### config.mk
export PLATFORM = sky130hd
export DESIGN_NAME = icmp_erc_front
export DESIGN_NICKNAME = d
export VERILOG_FILES = /design/src/design/icmp_erc_pkg.sv /design/src/design/icmp_erc_front.sv
export SDC_FILE = /design/constraint.sdc
export NUM_CORES = 1
export LEC_CHECK = 0
export BUFFER_PORTS_ARGS = -buffer_cell sky130_fd_sc_hd__buf_2
export CAP_MARGIN = 30
export CORE_MARGIN = 2
export CORE_UTILIZATION = 45
export DETAILED_ROUTE_END_ITERATION = 6
export GPL_ROUTABILITY_DRIVEN = 1
export PLACE_DENSITY = 0.72
export SKIP_CTS_REPAIR_TIMING = 1
export SYNTH_ARGS = -nofsm -noshare
export SYNTH_HDL_FRONTEND = slang
export SYNTH_SLANG_ARGS = --single-unit
### constraint.sdc
create_clock -name clk -period 5 [get_ports clk]
set_clock_uncertainty 0.1 [all_clocks]
set_input_delay 0.75 -clock clk [delete_from_list [all_inputs] [get_ports clk]]
set_output_delay 0.75 -clock clk [all_outputs]
set_load 0.01 [all_outputs]
### src/design/icmp_erc_pkg.sv
package icmp_erc_pkg;

    localparam int STAMP_SLOTS = 64;
    localparam int SLOT_W      = $clog2(STAMP_SLOTS);
    localparam int ADDR_W      = SLOT_W + 1;
    localparam int STAMP_W     = 64;
    localparam int IN_TDATA_W  = 80;
    localparam int OUT_TDATA_W = 32;

    localparam logic [1:0] VERDICT_VALID   = 2'd0;
    localparam logic [1:0] VERDICT_OWN_REQ = 2'd1;
    localparam logic [1:0] VERDICT_OTHER   = 2'd2;
    localparam logic [1:0] VERDICT_INVALID = 2'd3;

    localparam logic [7:0] TYPE_ECHO_REPLY   = 8'd0;
    localparam logic [7:0] TYPE_ECHO_REQUEST = 8'd8;
    localparam logic [7:0] FILL_BYTE         = 8'h61;
    localparam logic [7:0] PROTO_ICMP        = 8'd1;
    localparam logic [3:0] IP_VERSION        = 4'd4;
    localparam logic [3:0] IHL_MIN           = 4'd5;
    localparam logic [5:0] MIN_HDR_BYTES     = 6'd20;

    localparam logic CFG_IDENT   = 1'b0;
    localparam logic CFG_HIGHEST = 1'b1;

    typedef struct packed {
        logic               is_stamp;
        logic [7:0]         data;
        logic               last;
        logic [5:0]         slot;
        logic               half;
        logic [STAMP_W-1:0] word;
    } item_t;

    function automatic logic [15:0] csum_add(input logic [15:0] s, input logic [15:0] w);
        logic [16:0] t;
        t = {1'b0, s} + {1'b0, w};
        return t[16] ? (t[15:0] + 16'd1) : t[15:0];
    endfunction

endpackage

### src/design/icmp_erc_front.sv
module icmp_erc_front
    import icmp_erc_pkg::*;
(
    input  logic                  clk,
    input  logic                  rst_n,
    input  logic                  in_valid,
    output logic                  in_ready,
    input  logic [IN_TDATA_W-1:0] in_data,
    input  logic                  in_user,
    input  logic                  in_last,
    input  logic                  pop,
    output logic                  head_valid,
    output item_t                 head
);

    item_t      entry_reg [2];
    logic       wr_ptr_reg, wr_ptr_next;
    logic       rd_ptr_reg, rd_ptr_next;
    logic [1:0] count_reg, count_next;
    logic       push, do_pop;
    item_t      item;

    always_comb
    begin
        item.is_stamp = in_user;
        item.data     = in_data[7:0];
        item.last     = in_last;
        item.slot     = in_data[13:8];
        item.half     = in_data[14];
        item.word     = in_data[78:15];
    end

    assign in_ready   = (count_reg != 2'd2);
    assign head_valid = (count_reg != 2'd0);
    assign head       = entry_reg[rd_ptr_reg];
    assign push       = in_valid && in_ready;
    assign do_pop     = pop && head_valid;

    always_comb
    begin
        wr_ptr_next = push ? ~wr_ptr_reg : wr_ptr_reg;
        rd_ptr_next = do_pop ? ~rd_ptr_reg : rd_ptr_reg;
        count_next  = count_reg + {1'b0, push} - {1'b0, do_pop};
    end

    always_ff @(posedge clk)
    begin
        if (push)
        begin
            entry_reg[wr_ptr_reg] <= item;
        end
    end

    always_ff @(posedge clk or negedge rst_n)
    begin
        if (!rst_n)
        begin
            wr_ptr_reg <= 1'b0;
            rd_ptr_reg <= 1'b0;
            count_reg  <= 2'd0;
        end
        else
        begin
            wr_ptr_reg <= wr_ptr_next;
            rd_ptr_reg <= rd_ptr_next;
            count_reg  <= count_next;
        end
    end

endmodule

* After elaboration in Yosys (flattened, before gate mapping)
Memories as Yosys holds them, arrays and structs flattened.
Cells that the tools add are included.
** Operators by class
- Add/sub/neg operators :: 2
- Equality and inequality tests :: 1
- Muxes and demuxes :: 2
- Bitwise gates (word level) :: 2
- Reductions and logical operators :: 3
** Operators by type and width (count)
- $add A2 B1 Y2 :: 1
- $logic_and A1 B1 Y1 :: 2
- $mux W1 :: 2
- $ne A2 B2 Y1 const B :: 1
- $not A1 Y1 :: 2
- $reduce_bool A2 Y1 :: 1
- $sub A2 B1 Y2 :: 1
** Storage, ports and cells
- Flip-flop bits (word level) :: 4
- Memory bits (writable) :: 162
- Input bits :: 86
- Output and inout port bits :: 83
- Word-level logic and storage cells :: 14
- Memories kept :: 1
** Memories
- entry_reg :: words 2, bits a word 81, read ports 1, clocked after Yosys merged registers in 0, wr ports 1, line icmp_erc_front.sv:16 : item_t entry_reg [2];

* Longest topological paths before layout
- Word-level depth :: 4
- Depth in mapped cells :: 7
- Mapped depth without buffers :: 7

* Worst setup path after synthesis
OpenSTA, ideal clock, no wires.
- Path kind :: input-to-reg
- Start :: in in_valid
- End :: mem entry_reg[0][0] (netlist bit) (enable)
- Library setup time :: 0.521 ns
- Arrival :: 4.224 ns
- Required time :: 4.379 ns
- Path slack :: 0.155 ns
- Stages :: 2
- Buffers on the path :: 0
- Path through :: nand2_1 > nor2_1
** On the way
- Word-level cells in the longest chain between the ends :: 3
** Ends and longest elaborated chain
- from (decl) :: line icmp_erc_front.sv:6 : input logic in_valid,
- $logic_and A1 B1 Y1 :: line icmp_erc_front.sv:36 : assign push = in_valid && in_ready;
- $mux W1 :: line icmp_erc_front.sv:48 : if (push)
- $mux W1 (not written as such) :: line icmp_erc_front.sv:50 : entry_reg[wr_ptr_reg] <= item;
- to (decl) :: line icmp_erc_front.sv:16
Every way passes these cells.

==> metrics.yaml <==
status: "completed"
hpwl_mm: 7.06
startpoint_type: "flop"
mostFrequentLayoutCell: "buf_2"
setup_violations: 0
syn_area_mm2: 0.00644
met3_usage_pct: 5.31
maxSlewViolCount: 0
clockBufferDepth: 2
stdcell_count: 646
clock_latency_ns: 0.42
drt-pass1-iter-count: 5
drive_gt1_share_pct: 62.2
yosysUniqueCellTypes: 16
antenna_found_initial: 0
slew_headroom_pct: 57.5
drtIter0Drc: 187
avgSynthCellArea_um2: 24.0
ys_seq_area_share_pct: 77.0
track_usage_pct: 14.1
irDropWorstVdd_uv: 303
synth_seq_cells: 166
ant_nets: 0
route.detailed.drc: 0
cts_tree: "done"
synthesis.nets: 357
maxCapViolations: 0
ctsHtreeMaxLevel: 4
final_cell_mix: "buf_2 (167), edfxtp_1 (162), mux2_4 (79)"
path_max_fanout: 39
root_buffer: "clkbuf_16"
core_mm2: 0.0139
numCtsBuffers: 17
die-area_mm2: 0.0153
die_h_um: 124
drt-total-wl_mm: 10.6
hold_class: "primary input to flop"
grt-busiest-layer: "met2"
grt_util_met1_pct: 15.6
design_area_mm2: 0.00802
port_buffers: 167
vias: 3028
wire_per_inst_um: 16.4
syn_inst: 269
fin_crit_sh_pct: 60.9
leakagePower_nw: 3.23
grt_pass1_vias: 3154
hold_viol_final: 0
num_antenna_cells: 0
rsz0062_at_grt: "false"
grt_first_pass_wirelength_mm: 15.4
synthTopCellsByArea: "edfxtp_1 (75%), mux2_4 (18%), buf_12 (2.5%)"
async_reset_ff_share_pct: 2.41
die_w_um: 124
worst_pin_slew_ns: 0.636
via_per_inst: 4.69
use_met2_pct: 23.6
setup_tns_ns: 0
initial_core_util_pct: 46.2
synth-edff-count: 162
fmax_mhz: 328
synth_top_area_share_pct: 75.5
post-route-util_pct: 57.5
clock_sinks: 166
grt_max_degree: 53
crit_required_ns: 4.15
period_needed_ns: 3.05
arrival_ns: 2.20
yosys_warnings: 0
clk_pin_slew_worst_paths_ns: 0.06
place_inst: 612
rows: 43
synthFlopType: "edfxtp_1"
overflow: 0
synth_area_leader_cell: "edfxtp_1"
largest_register_ffs: 162
path_class: "flop to primary output"
io_pins: 169
nets: 541
placed_cell_area_mm2: 0.00741
area_delta_synth_final_pct: 24.4
place_congestion: 0.669
holdWs_ns: 0.414
end_kind: "primary output"
pwr_density_cell_mw_per_mm2: 595
## area by class of cell
class                   count  area (um2)
multi-input cells          93        1320
repair buffers            174         931
flip-flops and latches    166        4970
clock buffers              17         425
fillers                  1088        5920
well taps                 180         225
inverters                   1        3.75
clock inverters            15         146
## routing by layer
metal	routed length, um	vias to the layer above
met4	206	0
met3	673	14
met2	5560	100
li1	-	1438
met1	4180	1476
met5	0	-
## cell usage after synthesis, drive strengths merged, types with 2 or more instances
library cell and n:
edfxtp 162, mux2 81, buf 9, dfrtp 4, xnor2 3, ha 2
## final timing paths
check,depth (start not counted),end,slack [ns],startpoint
max,4,head[17],1.95,rd_ptr_reg
min,1,entry_reg[0][32],0.41,in_data[47]
max reg2reg,4,entry_reg[0][7],2.82,count_reg[1]
min reg2reg,1,count_reg[0],0.45,count_reg[0]
max in group asynchronous,2,rd_ptr_reg,4.10,rst_n
min in group asynchronous,2,count_reg[0],0.57,rst_n
## logic make-up (layout without fill, tap and decap cells)
family,count (synthesis),after routing,share of synthesized area (%)
xor+xnor,4,4,0.544
fa+ha+maj,2,2,0.388
buf+inv,10,207,2.72
flops,166,166,77.0
mux,81,81,18.8
simple gates,6,6,0.544
## critical path: stages, from the launching register on
cell	delay, ns
dfrtp_4	0.60
buf_16	0.32
buf_4	0.38
mux2_4	0.33
buf_2	0.14
## through the flow
step,power [W],setup WS [ns]
2_1_floorplan,0.00320,0.155
3_3_place_gp,0.00354,2.10
3_5_place_dp,0.00359,2.08
4_1_cts,0.00484,1.61
5_1_grt,0.00501,1.84
6_report,0.00477,1.95
## where the power goes
part | internal, W | total, W | switching, W
Clock | 0.000697 | 0.00124 | 0.000545
Sequential | 0.00191 | 0.00201 | 0.000108
Combinational | 0.000791 | 0.00152 | 0.000727
Total | 0.00339 | 0.00477 | 0.00138
Note: power is estimated with default switching activity, not from simulation.
